<file path="config.mk">
export PLATFORM = sky130hd
export DESIGN_NAME = bid_budget_arbiter_top
export DESIGN_NICKNAME = d
export VERILOG_FILES = /design/src/rtl/bba_pkg.sv /design/src/rtl/bba_datapath.sv /design/src/rtl/bba_controller.sv /design/src/rtl/bid_budget_arbiter_top.sv
export SDC_FILE = /design/constraint.sdc
export NUM_CORES = 2
export LEC_CHECK = 0
export ABC_AREA = 1
export BUFFER_PORTS_ARGS = -buffer_cell sky130_fd_sc_hd__buf_4
export CAP_MARGIN = 20
export CORE_ASPECT_RATIO = 0.8
export CORE_MARGIN = 4
export CORE_UTILIZATION = 30
export DETAILED_ROUTE_END_ITERATION = 16
export SYNTH_ARGS = -nofsm -noshare
export SYNTH_HDL_FRONTEND = slang
export SYNTH_SLANG_ARGS = --single-unit
</file>
<file path="constraint.sdc">
create_clock -name clock -period 14.25 [get_ports clock]
set_input_delay 3.5625 -clock clock [delete_from_list [all_inputs] [get_ports clock]]
set_output_delay 3.5625 -clock clock [all_outputs]
set_load 0.005 [all_outputs]
</file>
<file path="src/rtl/bba_pkg.sv">
// Shared types, codes and constants for the bid budget arbiter.
// Used by the controller, the datapath and the top level; no dependencies.
`timescale 1ns / 1ps

package bba_pkg;

   localparam int SLOTS = 16;
   localparam int IDX_W = $clog2(SLOTS);
   localparam int CNT_W = $clog2(SLOTS + 1);
   localparam int DIV_STEPS = 16;
   localparam logic [15:0] LFSR_TAPS = 16'hB400;

   typedef enum logic [2:0] {
      OP_ADD      = 3'd0,
      OP_SET_BID  = 3'd1,
      OP_SET_RDY  = 3'd2,
      OP_GRANT    = 3'd3,
      OP_CHARGE   = 3'd4,
      OP_REFILL   = 3'd5
   } op_type;

   typedef enum logic [1:0] {
      STAT_OK    = 2'd0,
      STAT_FULL  = 2'd1,
      STAT_UNREG = 2'd2
   } op_status_type;

   typedef enum logic [1:0] {
      MODE_RANDOM  = 2'd0,
      MODE_RR      = 2'd1,
      MODE_HIGHEST = 2'd2,
      MODE_SECOND  = 2'd3
   } mode_type;

   typedef enum logic [1:0] {
      PH_NEW    = 2'd0,
      PH_ACTIVE = 2'd1,
      PH_BROKE  = 2'd2
   } phase_type;

   typedef enum logic [2:0] {
      CFG_MODE    = 3'd0,
      CFG_MIN_BID = 3'd1,
      CFG_MAX_BID = 3'd2,
      CFG_INIT    = 3'd3,
      CFG_REFILL  = 3'd4,
      CFG_BROKE   = 3'd5,
      CFG_SEED    = 3'd6
   } cfg_idx_type;

   typedef enum logic [2:0] {
      RES_ZERO,
      RES_ADD,
      RES_BID_OK,
      RES_IDLE,
      RES_GRANT
   } res_kind_type;

   typedef enum logic [1:0] {
      WIN_NEW,
      WIN_RR,
      WIN_BID
   } win_src_type;

   typedef enum logic [3:0] {
      S_IDLE,
      S_OP,
      S_SB_CHK,
      S_CH_WR,
      S_REFILL,
      S_SCAN,
      S_DECIDE,
      S_DIV,
      S_PICK,
      S_FINISH
   } state_type;

   typedef struct packed {
      logic          capture;
      logic          rd_slot;
      logic          do_add;
      logic          do_setbid;
      logic          ok_load;
      logic          do_setready;
      logic          do_charge;
      logic          do_refill;
      logic          idx_clr;
      logic          scan_rd;
      logic          win_load;
      win_src_type   win_src;
      logic          rr_upd;
      logic          div_start;
      logic          div_step;
      logic          pick_step;
      logic          finish;
      res_kind_type  res_kind;
      op_status_type res_status;
   } cmd_type;

   typedef struct packed {
      op_type   op;
      logic     full;
      logic     registered;
      logic     idx_end;
      logic     rd_vld;
      logic     found_new;
      logic     nready_zero;
      mode_type mode;
      logic     any_active;
      logic     hv;
      logic     div_last;
      logic     pick_hit;
   } stat_type;

endpackage

</file>
<file path="src/rtl/bba_datapath.sv">
// Datapath of the bid budget arbiter: requester table, config registers, scan, divider.
// Depends on bba_pkg; driven by bba_controller through cmd_type.
`timescale 1ns / 1ps

module bba_datapath (
   input  logic              clock,
   input  logic              reset,
   input  bba_pkg::cmd_type  cmd,
   output bba_pkg::stat_type st,
   input  logic [23:0]       req_tdata,
   input  logic              csr_we,
   input  logic [2:0]        csr_addr,
   input  logic [31:0]       csr_wdata,
   output logic [15:0]       rsp_tdata
);

   localparam int IW = bba_pkg::IDX_W;
   localparam int CW = bba_pkg::CNT_W;

   // Captured request.
   bba_pkg::op_type    op_ff;
   logic [3:0]         slot_ff;
   logic signed [15:0] bidv_ff;
   logic               rdy_ff;

   // Configuration.
   bba_pkg::mode_type  mode_ff;
   logic signed [15:0] min_ff, max_ff, init_ff;
   logic [30:0]        refill_ff;
   logic signed [31:0] broke_ff;

   // Table state.
   logic signed [15:0] bid_mem [bba_pkg::SLOTS];
   logic signed [31:0] bal_mem [bba_pkg::SLOTS];
   logic [1:0]         ph_mem  [bba_pkg::SLOTS];
   logic [bba_pkg::SLOTS-1:0] ready_ff;
   logic [CW-1:0]      cnt_ff;
   logic [IW-1:0]      rr_ff;
   logic [15:0]        lfsr_ff;

   // Read port and scan bookkeeping.
   logic signed [15:0] bid_rd_ff;
   logic signed [31:0] bal_rd_ff;
   logic [1:0]         ph_rd_ff;
   logic [CW-1:0]      idx_ff;
   logic               rd_vld_ff;
   logic [IW-1:0]      rd_idx_ff;
   logic               act_ff, fnd_ff, hv_ff, sv_ff, ok_ff;
   logic [IW-1:0]      nwin_ff, hi_ff, se_ff, win_ff;
   logic signed [15:0] hib_ff, seb_ff;
   logic [CW-1:0]      rem_ff;
   logic [15:0]        dsh_ff;
   logic [3:0]         dcnt_ff;

   logic [IW-1:0]      rd_addr, slot_idx, rr_win, rr_in;
   logic [CW-1:0]      nready, rr_start;
   logic [15:0]        lfsr_in;
   logic [CW:0]        trial;
   logic [CW-1:0]      rem_in;
   logic               cand, scan_new;
   logic signed [33:0] diff;
   logic signed [31:0] bal_in;
   logic [1:0]         ph_in;
   logic [bba_pkg::SLOTS-1:0] live_mask;
   logic [15:0]        rsp_data_in;

   function automatic logic bid_valid(input logic signed [15:0] b,
                                      input logic signed [31:0] bal,
                                      input logic signed [15:0] lo,
                                      input logic signed [15:0] hi);
      logic signed [31:0] bx;
      bx = {{16{b[15]}}, b};
      return (b >= lo) && (b <= hi) && (bx <= bal);
   endfunction

   assign slot_idx = slot_ff[IW-1:0];
   assign rd_addr  = cmd.rd_slot ? slot_idx : idx_ff[IW-1:0];
   assign lfsr_in  = lfsr_ff[0] ? ((lfsr_ff >> 1) ^ bba_pkg::LFSR_TAPS) : (lfsr_ff >> 1);

   always_comb begin
      nready = '0;
      live_mask = '0;
      for (int i = 0; i < bba_pkg::SLOTS; i++) begin
         nready = nready + CW'(ready_ff[i]);
         live_mask[i] = (CW'(i) < cnt_ff);
      end
   end

   // Round robin: first ready entry at or after the start, else the first ready overall.
   always_comb begin
      logic hit_hi, hit_lo;
      logic [IW-1:0] w_hi, w_lo;
      hit_hi = 1'b0;
      hit_lo = 1'b0;
      w_hi = '0;
      w_lo = '0;
      rr_start = ({1'b0, rr_ff} < cnt_ff) ? CW'(rr_ff) : '0;
      for (int i = bba_pkg::SLOTS - 1; i >= 0; i--) begin
         if (ready_ff[i]) begin
            hit_lo = 1'b1;
            w_lo = IW'(i);
            if (CW'(i) >= rr_start) begin
               hit_hi = 1'b1;
               w_hi = IW'(i);
            end
         end
      end
      rr_win = hit_hi ? w_hi : w_lo;
      rr_in  = ({1'b0, rr_win} + CW'(1) >= cnt_ff) ? '0 : rr_win + IW'(1);
   end

   assign cand = ready_ff[rd_idx_ff] && (ph_rd_ff == bba_pkg::PH_ACTIVE)
                 && bid_valid(bid_rd_ff, bal_rd_ff, min_ff, max_ff);
   assign scan_new = ready_ff[rd_idx_ff] && (ph_rd_ff == bba_pkg::PH_NEW);

   assign trial  = {rem_ff, dsh_ff[15]};
   assign rem_in = (trial >= {1'b0, nready}) ? CW'(trial - {1'b0, nready}) : trial[CW-1:0];

   // Charge of a run.
   always_comb begin
      diff = {{2{bal_rd_ff[31]}}, bal_rd_ff} - {{18{bid_rd_ff[15]}}, bid_rd_ff};
      bal_in = bal_rd_ff;
      ph_in = ph_rd_ff;
      if (ph_rd_ff == bba_pkg::PH_NEW) begin
         ph_in = bba_pkg::PH_ACTIVE;
      end else if (diff <= 34'sd0) begin
         bal_in = broke_ff;
         ph_in = bba_pkg::PH_BROKE;
      end else if (diff > 34'sd2147483647) begin
         bal_in = 32'sh7FFFFFFF;
      end else begin
         bal_in = diff[31:0];
      end
   end

   // Result word for the current operation.
   always_comb begin
      rsp_data_in = '0;
      rsp_data_in[8:7] = cmd.res_status;
      unique case (cmd.res_kind)
         bba_pkg::RES_ADD:    rsp_data_in[3:0] = 4'(win_ff);
         bba_pkg::RES_BID_OK: rsp_data_in[6] = ok_ff;
         bba_pkg::RES_IDLE:   rsp_data_in[5] = 1'b1;
         bba_pkg::RES_GRANT: begin
            rsp_data_in[3:0] = 4'(win_ff);
            rsp_data_in[4] = 1'b1;
         end
         default: ;
      endcase
   end

   // Table memories: one write and one registered read per cycle.
   always_ff @(posedge clock) begin
      bid_rd_ff <= bid_mem[rd_addr];
      bal_rd_ff <= bal_mem[rd_addr];
      ph_rd_ff  <= ph_mem[rd_addr];
      if (cmd.do_add && !st.full) begin
         bid_mem[cnt_ff[IW-1:0]] <= init_ff;
         bal_mem[cnt_ff[IW-1:0]] <= {1'b0, refill_ff};
         ph_mem[cnt_ff[IW-1:0]]  <= bba_pkg::PH_NEW;
      end else if (cmd.do_setbid) begin
         bid_mem[slot_idx] <= bidv_ff;
      end else if (cmd.do_charge) begin
         bal_mem[slot_idx] <= bal_in;
         ph_mem[slot_idx]  <= ph_in;
      end else if (cmd.do_refill) begin
         bal_mem[idx_ff[IW-1:0]] <= {1'b0, refill_ff};
         ph_mem[idx_ff[IW-1:0]]  <= bba_pkg::PH_ACTIVE;
      end
   end

   // Payload and scan registers.
   always_ff @(posedge clock) begin
      if (cmd.capture) begin
         op_ff   <= bba_pkg::op_type'(req_tdata[2:0]);
         slot_ff <= req_tdata[6:3];
         bidv_ff <= req_tdata[22:7];
         rdy_ff  <= req_tdata[23];
      end
      if (cmd.idx_clr) begin
         idx_ff <= '0;
         act_ff <= 1'b0;
         fnd_ff <= 1'b0;
         hv_ff  <= 1'b0;
         sv_ff  <= 1'b0;
      end else if (cmd.scan_rd || cmd.do_refill || cmd.pick_step) begin
         idx_ff <= idx_ff + CW'(1);
      end
      rd_idx_ff <= idx_ff[IW-1:0];
      if (rd_vld_ff) begin
         if (ph_rd_ff == bba_pkg::PH_ACTIVE) act_ff <= 1'b1;
         if (!fnd_ff && scan_new) begin
            fnd_ff  <= 1'b1;
            nwin_ff <= rd_idx_ff;
         end
         if (cand) begin
            if (!hv_ff || bid_rd_ff > hib_ff) begin
               if (hv_ff) begin
                  se_ff  <= hi_ff;
                  seb_ff <= hib_ff;
                  sv_ff  <= 1'b1;
               end
               hi_ff  <= rd_idx_ff;
               hib_ff <= bid_rd_ff;
               hv_ff  <= 1'b1;
            end else if (!sv_ff || bid_rd_ff > seb_ff) begin
               se_ff  <= rd_idx_ff;
               seb_ff <= bid_rd_ff;
               sv_ff  <= 1'b1;
            end
         end
      end
      if (cmd.ok_load) ok_ff <= bid_valid(bidv_ff, bal_rd_ff, min_ff, max_ff);
      if (cmd.do_add) win_ff <= cnt_ff[IW-1:0];
      if (cmd.win_load) begin
         unique case (cmd.win_src)
            bba_pkg::WIN_NEW: win_ff <= nwin_ff;
            bba_pkg::WIN_RR:  win_ff <= rr_win;
            bba_pkg::WIN_BID: win_ff <= (mode_ff == bba_pkg::MODE_SECOND && sv_ff) ? se_ff : hi_ff;
            default:          win_ff <= hi_ff;
         endcase
      end
      if (cmd.div_start) begin
         dsh_ff  <= lfsr_in;
         rem_ff  <= '0;
         dcnt_ff <= '0;
      end else if (cmd.div_step) begin
         dsh_ff  <= {dsh_ff[14:0], 1'b0};
         rem_ff  <= rem_in;
         dcnt_ff <= dcnt_ff + 4'd1;
      end else if (cmd.pick_step && ready_ff[idx_ff[IW-1:0]]) begin
         if (rem_ff == '0) win_ff <= idx_ff[IW-1:0];
         else rem_ff <= rem_ff - CW'(1);
      end
      if (cmd.finish) rsp_tdata <= rsp_data_in;
   end

   // Control state and configuration.
   always_ff @(posedge clock) begin
      if (reset) begin
         mode_ff   <= bba_pkg::MODE_HIGHEST;
         min_ff    <= 16'sd1;
         max_ff    <= 16'sd1000;
         init_ff   <= -16'sd1;
         refill_ff <= 31'd1000;
         broke_ff  <= -32'sd1;
         lfsr_ff   <= 16'd44257;
         ready_ff  <= '0;
         cnt_ff    <= '0;
         rr_ff     <= '0;
         rd_vld_ff <= 1'b0;
      end else begin
         rd_vld_ff <= cmd.scan_rd;
         if (csr_we) begin
            unique case (bba_pkg::cfg_idx_type'(csr_addr))
               bba_pkg::CFG_MODE:    mode_ff   <= bba_pkg::mode_type'(csr_wdata[1:0]);
               bba_pkg::CFG_MIN_BID: min_ff    <= csr_wdata[15:0];
               bba_pkg::CFG_MAX_BID: max_ff    <= csr_wdata[15:0];
               bba_pkg::CFG_INIT:    init_ff   <= csr_wdata[15:0];
               bba_pkg::CFG_REFILL:  refill_ff <= csr_wdata[30:0];
               bba_pkg::CFG_BROKE:   broke_ff  <= csr_wdata;
               bba_pkg::CFG_SEED:
                  lfsr_ff <= (csr_wdata[15:0] == 16'd0) ? 16'd1 : csr_wdata[15:0];
               default: ;
            endcase
         end
         if (cmd.do_add && !st.full) begin
            ready_ff[cnt_ff[IW-1:0]] <= 1'b0;
            cnt_ff <= cnt_ff + CW'(1);
         end
         if (cmd.do_setready) ready_ff[slot_idx] <= rdy_ff;
         if (cmd.rr_upd) rr_ff <= rr_in;
         if (cmd.div_start) lfsr_ff <= lfsr_in;
      end
   end

   always_comb begin
      st.op          = op_ff;
      st.full        = (cnt_ff >= CW'(bba_pkg::SLOTS));
      st.registered  = ({1'b0, slot_ff} < cnt_ff);
      st.idx_end     = (idx_ff >= cnt_ff);
      st.rd_vld      = rd_vld_ff;
      st.found_new   = fnd_ff;
      st.nready_zero = (nready == '0);
      st.mode        = mode_ff;
      st.any_active  = act_ff;
      st.hv          = hv_ff;
      st.div_last    = (dcnt_ff == 4'(bba_pkg::DIV_STEPS - 1));
      st.pick_hit    = ready_ff[idx_ff[IW-1:0]] && (rem_ff == '0);
   end

`ifndef ASSERT_OFF
   a_cnt_range: assert property (@(posedge clock) disable iff (reset)
      cnt_ff <= CW'(bba_pkg::SLOTS))
      else $error("requester count beyond table size");
   a_ready_live: assert property (@(posedge clock) disable iff (reset)
      (ready_ff & ~live_mask) == '0)
      else $error("ready flag set on an unregistered slot");
   a_grant_live: assert property (@(posedge clock) disable iff (reset)
      cmd.finish && cmd.res_kind == bba_pkg::RES_GRANT |-> CW'(win_ff) < cnt_ff)
      else $error("grant of an unregistered slot");
   a_div_rem: assert property (@(posedge clock) disable iff (reset)
      cmd.div_step |=> rem_ff < nready)
      else $error("remainder not below divisor");
`endif

endmodule

</file>
<file path="src/rtl/bba_controller.sv">
// Sequencing state machine of the bid budget arbiter.
// Depends on bba_pkg; issues cmd_type to bba_datapath and reads stat_type back.
`timescale 1ns / 1ps

module bba_controller (
   input  logic              clock,
   input  logic              reset,
   input  logic              req_tvalid,
   output logic              req_tready,
   output logic              rsp_tvalid,
   input  logic              rsp_tready,
   input  bba_pkg::stat_type st,
   output bba_pkg::cmd_type  cmd
);

   bba_pkg::state_type      state_ff, state_in;
   logic                    rsp_valid_ff, rsp_valid_in;
   bba_pkg::res_kind_type   kind_ff, kind_in;
   bba_pkg::op_status_type  stat_ff, stat_in;
   logic                    random_pick;

   assign random_pick = (st.mode == bba_pkg::MODE_RANDOM)
                        || ((st.mode == bba_pkg::MODE_HIGHEST || st.mode == bba_pkg::MODE_SECOND)
                            && !st.any_active);

   always_ff @(posedge clock) begin
      if (reset) begin
         state_ff     <= bba_pkg::S_IDLE;
         rsp_valid_ff <= 1'b0;
         kind_ff      <= bba_pkg::RES_ZERO;
         stat_ff      <= bba_pkg::STAT_OK;
      end else begin
         state_ff     <= state_in;
         rsp_valid_ff <= rsp_valid_in;
         kind_ff      <= kind_in;
         stat_ff      <= stat_in;
      end
   end

   always_comb begin
      state_in = state_ff;
      kind_in = kind_ff;
      stat_in = stat_ff;
      rsp_valid_in = rsp_valid_ff && !rsp_tready;
      cmd = '0;
      cmd.res_kind = kind_ff;
      cmd.res_status = stat_ff;
      cmd.win_src = bba_pkg::WIN_NEW;
      req_tready = (state_ff == bba_pkg::S_IDLE);
      unique case (state_ff)
         bba_pkg::S_IDLE: begin
            if (req_tvalid) begin
               cmd.capture = 1'b1;
               state_in = bba_pkg::S_OP;
            end
         end
         bba_pkg::S_OP: begin
            cmd.rd_slot = 1'b1;
            cmd.idx_clr = 1'b1;
            kind_in = bba_pkg::RES_ZERO;
            stat_in = bba_pkg::STAT_OK;
            state_in = bba_pkg::S_FINISH;
            unique case (st.op)
               bba_pkg::OP_ADD: begin
                  cmd.do_add = 1'b1;
                  if (st.full) stat_in = bba_pkg::STAT_FULL;
                  else kind_in = bba_pkg::RES_ADD;
               end
               bba_pkg::OP_SET_BID: begin
                  if (!st.registered) stat_in = bba_pkg::STAT_UNREG;
                  else begin
                     cmd.do_setbid = 1'b1;
                     kind_in = bba_pkg::RES_BID_OK;
                     state_in = bba_pkg::S_SB_CHK;
                  end
               end
               bba_pkg::OP_SET_RDY: begin
                  if (!st.registered) stat_in = bba_pkg::STAT_UNREG;
                  else cmd.do_setready = 1'b1;
               end
               bba_pkg::OP_CHARGE: begin
                  if (!st.registered) stat_in = bba_pkg::STAT_UNREG;
                  else state_in = bba_pkg::S_CH_WR;
               end
               bba_pkg::OP_REFILL: state_in = bba_pkg::S_REFILL;
               bba_pkg::OP_GRANT:  state_in = bba_pkg::S_SCAN;
               default: ;
            endcase
         end
         bba_pkg::S_SB_CHK: begin
            cmd.ok_load = 1'b1;
            state_in = bba_pkg::S_FINISH;
         end
         bba_pkg::S_CH_WR: begin
            cmd.do_charge = 1'b1;
            state_in = bba_pkg::S_FINISH;
         end
         bba_pkg::S_REFILL: begin
            if (st.idx_end) state_in = bba_pkg::S_FINISH;
            else cmd.do_refill = 1'b1;
         end
         bba_pkg::S_SCAN: begin
            if (!st.idx_end) cmd.scan_rd = 1'b1;
            else if (!st.rd_vld) state_in = bba_pkg::S_DECIDE;
         end
         bba_pkg::S_DECIDE: begin
            state_in = bba_pkg::S_FINISH;
            priority if (st.found_new) begin
               cmd.win_load = 1'b1;
               cmd.win_src = bba_pkg::WIN_NEW;
               kind_in = bba_pkg::RES_GRANT;
            end else if (st.nready_zero) begin
               kind_in = bba_pkg::RES_IDLE;
            end else if (random_pick) begin
               cmd.div_start = 1'b1;
               state_in = bba_pkg::S_DIV;
            end else if (st.mode == bba_pkg::MODE_RR) begin
               cmd.win_load = 1'b1;
               cmd.win_src = bba_pkg::WIN_RR;
               cmd.rr_upd = 1'b1;
               kind_in = bba_pkg::RES_GRANT;
            end else if (st.hv) begin
               cmd.win_load = 1'b1;
               cmd.win_src = bba_pkg::WIN_BID;
               kind_in = bba_pkg::RES_GRANT;
            end else begin
               kind_in = bba_pkg::RES_ZERO;
            end
         end
         bba_pkg::S_DIV: begin
            cmd.div_step = 1'b1;
            if (st.div_last) begin
               cmd.idx_clr = 1'b1;
               state_in = bba_pkg::S_PICK;
            end
         end
         bba_pkg::S_PICK: begin
            cmd.pick_step = 1'b1;
            if (st.pick_hit) begin
               kind_in = bba_pkg::RES_GRANT;
               state_in = bba_pkg::S_FINISH;
            end
         end
         bba_pkg::S_FINISH: begin
            if (!rsp_valid_ff || rsp_tready) begin
               cmd.finish = 1'b1;
               rsp_valid_in = 1'b1;
               state_in = bba_pkg::S_IDLE;
            end
         end
         default: state_in = bba_pkg::S_IDLE;
      endcase
   end

   assign rsp_tvalid = rsp_valid_ff;

`ifndef ASSERT_OFF
   a_finish_slot: assert property (@(posedge clock) disable iff (reset)
      cmd.finish |=> rsp_tvalid)
      else $error("finished result not presented");
   a_one_item: assert property (@(posedge clock) disable iff (reset)
      cmd.capture |=> state_ff == bba_pkg::S_OP)
      else $error("accepted item not dispatched");
   a_no_overwrite: assert property (@(posedge clock) disable iff (reset)
      cmd.finish |-> !rsp_valid_ff || rsp_tready)
      else $error("pending result overwritten");
`endif

endmodule

</file>
<file path="src/rtl/bid_budget_arbiter_top.sv">
// Top level of the bid budget arbiter: joins the controller and the datapath.
// Depends on bba_pkg, bba_controller and bba_datapath.
`timescale 1ns / 1ps
//
//  Channel  Direction  Ports                        Content
//  req      in         req_tvalid/tready/tdata      one operation per transfer
//  rsp      out        rsp_tvalid/tready/tdata      one result per operation
//  csr      in         csr_we/csr_addr/csr_wdata    register write, no read-back
//
// An operation is taken only while the block is idle. Set-bid adds a bid check and charge a
// table write; refill writes every registered requester in turn. A grant scans the table
// once and then decides; a random pick adds a remainder divider and a walk over the ready
// requesters up to the selected one.
// The result sits in an output register, so the next operation is accepted while it waits.
// Reset is synchronous and active high; the table contents are written by add before use.

module bid_budget_arbiter_top (
   input  logic        clock,
   input  logic        reset,
   input  logic        req_tvalid,
   output logic        req_tready,
   // op[2:0], slot[6:3], bid_value[22:7], ready_in[23]
   input  logic [23:0] req_tdata,
   output logic        rsp_tvalid,
   input  logic        rsp_tready,
   // granted_slot[3:0], grant_valid[4], idle_grant[5], bid_ok[6], op_status[8:7]
   output logic [15:0] rsp_tdata,
   input  logic        csr_we,
   input  logic [2:0]  csr_addr,
   input  logic [31:0] csr_wdata
);

   // Commands flow from the controller; status flows back from the datapath.
   bba_pkg::cmd_type  cmd;
   bba_pkg::stat_type st;

   bba_controller u_ctrl (
      .clock      (clock),
      .reset      (reset),
      .req_tvalid (req_tvalid),
      .req_tready (req_tready),
      .rsp_tvalid (rsp_tvalid),
      .rsp_tready (rsp_tready),
      .st         (st),
      .cmd        (cmd)
   );

   bba_datapath u_dp (
      .clock     (clock),
      .reset     (reset),
      .cmd       (cmd),
      .st        (st),
      .req_tdata (req_tdata),
      .csr_we    (csr_we),
      .csr_addr  (csr_addr),
      .csr_wdata (csr_wdata),
      .rsp_tdata (rsp_tdata)
   );

endmodule

</file>
==> out/metrics.csv <==
metric,value,unit
fp.dieH,378.5,um
ys_ff_latch,1135,
h-tree-depth,3,
drv_cap,0,
postCtsResizedCells,0,
drtIter0Drc,4311,
area_growth,13.55,%
clock_path_buffers,3,
first_pass_iters,6,
critPathKind,reg -> reg,
grt_remaining_overflow,0,
grt_usage,0.1639,
io_pins,82,
route.detailed.drc,0,
nFillCells,16970,
ys_types,66,
final.period_utilization,0.4314,
cp_max_fo,35,
yosys.area.top_type,edfxtp_1,
nets,5166,
timing.fmax,0.1627,GHz
utilization,0.3439,
io_buffers,74,
synthCells,4871,
outcome,completed,
yosysMostFrequentCell,edfxtp_1,
crit_arrival,6.47,ns
seq_area_frac_synth,0.6153,
finalClockSkew,0.06749,ns
yosysWarnings,0,
drive_gt1_frac,0.09209,
hold_buffers,0,
rsz0062_at_grt,no,
place.gp.congestion,0.9204,
min_from,u_ctrl.stat_ff[1],
num_rows,135,
ys.flop_type,edfxtp_1,
finalSetupViolations,0,
grt_max_degree,200,
synthArstFlopShare,0,
core-area,169900,um^2
power.leakage,20.99,nW
cp_data_required_time,14.58,ns
grt_antenna_before_repair,2,
synth.top_cell.area_share,0.5216,
wl,151.6,mm
worstSkewPairLatency,0.75,ns
syn-mean-instance-area,10.57,um^2
r2r_end,u_dp.dsh_ff[11],
dp_hpwl,93.26,mm
initial_core_util,0.3029,
reg2reg_from,u_dp.ready_ff[0],
ir_drop,0.1921,mV
grt_pass1_vias,35100,
synth-edff-count,894,
cts_tree,yes,
numCtsBuffers,103,
vias_per_cell,5.203,
fin_crit,6.148,ns
drv_slew,0,
drt.antenna.violating_nets,0,
critPathLaunchType,flip-flop,
rrSetupSlack,8.10,ns
wl_per_cell,20.92,um
die_w,471.1,um
ys_top_cells_by_area,"edfxtp_1 52%, dfxtp_1 9.4%, o21ai_0 5.7%",
slew_headroom,0.1630,
dp.cells,7040,
die-area,178300,um^2
finalHoldViolCount,0,
root_buffer,clkbuf_16,
post_cts_buffers,0,
setup-tns-final,0,ns
synth_top_cells_by_count,"894 x edfxtp_1, 688 x nor2_1, 588 x o21ai_0",
worstHoldPathType,reg -> reg,
hold_depth,0,
rr_worst_depth,19,
setup.worst_path.end_class,flip-flop,
hold_end,u_dp.rsp_tdata[8],
clock-sinks,1135,
syn_area,51470,um^2
grt_pass1_wl,223.9,mm
p_per_area,193.7,nW/um^2
fin_cells,7247,
vias,37700,
clk_pin_slew,0.07,ns
worst_slew_pin_slew,1.239,ns
cell type report:
cell class,instances,area (um^2),area share
sequential,1135,31670,0.5419
multi-input combinational,3103,17610,0.3013
clock buffer,148,2948,0.05044
tap,2260,2828,0.04838
inverter,385,1460,0.02498
timing repair buffer,166,1266,0.02167
clock inverter,47,654.4,0.01120
antenna,3,7.507,0.0001284
through the flow:
step | setup slack (ns) | area (um^2) | total power [mW] | hold slack [ns]
after floorplan | 8.687 | 51490 | 7.041 | 0.3519
after global placement | 8.180 | 54740 | 8.282 | 0.4187
after detailed placement | 8.106 | 54760 | 8.351 | 0.4218
after CTS | 8.075 | 58360 | 11.29 | 0.4442
after global routing | 7.699 | 58440 | 11.99 | 0.4524
final | 8.102 | 58440 | 11.32 | 0.4439
worst max path at each step:
stage | from | to | slack, ns | depth (start not counted)
2_1_floorplan | u_dp.ready_ff[0] | u_dp.dsh_ff[0] | 8.69 | 20
3_3_place_gp | u_dp.ready_ff[0] | u_dp.lfsr_ff[3] | 8.18 | 24
3_5_place_dp | u_dp.ready_ff[0] | u_dp.dsh_ff[4] | 8.11 | 19
4_1_cts | u_dp.ready_ff[0] | u_dp.dsh_ff[13] | 8.07 | 19
5_1_grt | u_dp.ready_ff[0] | u_dp.lfsr_ff[4] | 7.70 | 24
6_report | u_dp.ready_ff[0] | u_dp.dsh_ff[11] | 8.10 | 19
metal layers:
layer  vias up  global-route usage  wire length [um]
met5         -                   0                 0
met4         0             0.04925              4411
met3       252             0.03196             13230
met2      1509              0.2460             65570
met1     18440              0.2387             68380
li1      17510                   -                 -
cell families after synthesis:
kind of cell | Yosys count | synth area share
AO/OA/AOI/OAI | 1294 | 0.1516
flip-flops | 1135 | 0.6153
XOR/XNOR | 48 | 0.008897
other | 1 | 0.00007286
AND/OR/NAND/NOR | 1546 | 0.1240
buffers and inverters | 639 | 0.04777
adder cells (fa/ha/maj) | 208 | 0.05231
where the power goes:
| part | internal, mW | switching [mW] | total (mW) |
|---|---|---|---|
| clock | 1.66 | 1.28 | 2.94 |
| sequential | 3.73 | 0.275 | 4.00 |
| combinational | 1.32 | 3.05 | 4.38 |
sequential cells by signal, indices dropped and copies added, names as in the netlist, 31 cells and up:
register / flops
u_dp.bid_mem: 256
u_dp.ph_mem: 32
u_dp.refill_ff: 31
u_dp.bal_rd_ff: 32
u_dp.broke_ff: 32
u_dp.bal_mem: 512
worst max-delay path, cell delays in order (launching register included):
cell and delay (ns):
dfxtp_1 0.37, ha_1 0.30, inv_1 0.05, fa_1 0.48
inv_1 0.05, fa_1 0.48, fa_1 0.53, inv_1 0.05
fa_1 0.45, fa_1 0.42, fa_1 0.42, xor2_1 0.21
nand3_1 0.09, nor2_1 0.36, inv_1 0.12, nand4_1 0.12
nor2_1 0.05, buf_4 0.20, inv_2 0.44, nand2_1 0.56
cells in the final DEF (no fill, tap or decap), types with 10 or more instances in the layout:
cell       instances
edfxtp_1         894
nor2_1           646
o21ai_0          587
nand2_1          566
inv_1            367
a21oi_1          249
dfxtp_1          241
ha_1             196
buf_4            164
nand3_1          163
o221ai_1         158
o211ai_1         122
clkbuf_16        104
o22ai_1           51
nand4_1           33
nor3_1            29
xor2_1            29
nor2_2            27
clkbuf_1          26
clkinv_2          21
nor2_4            19
clkbuf_8          18
xnor2_1           17
a31oi_1           17
nand2_2           16
a21oi_2           14
nor4_1            13
a211oi_1          12
fa_1              12
inv_2             11
o2111ai_1         11
bufinv_16         11
o21ai_1           10
nand3_2           10
Power figures use the tool's default switching activity.
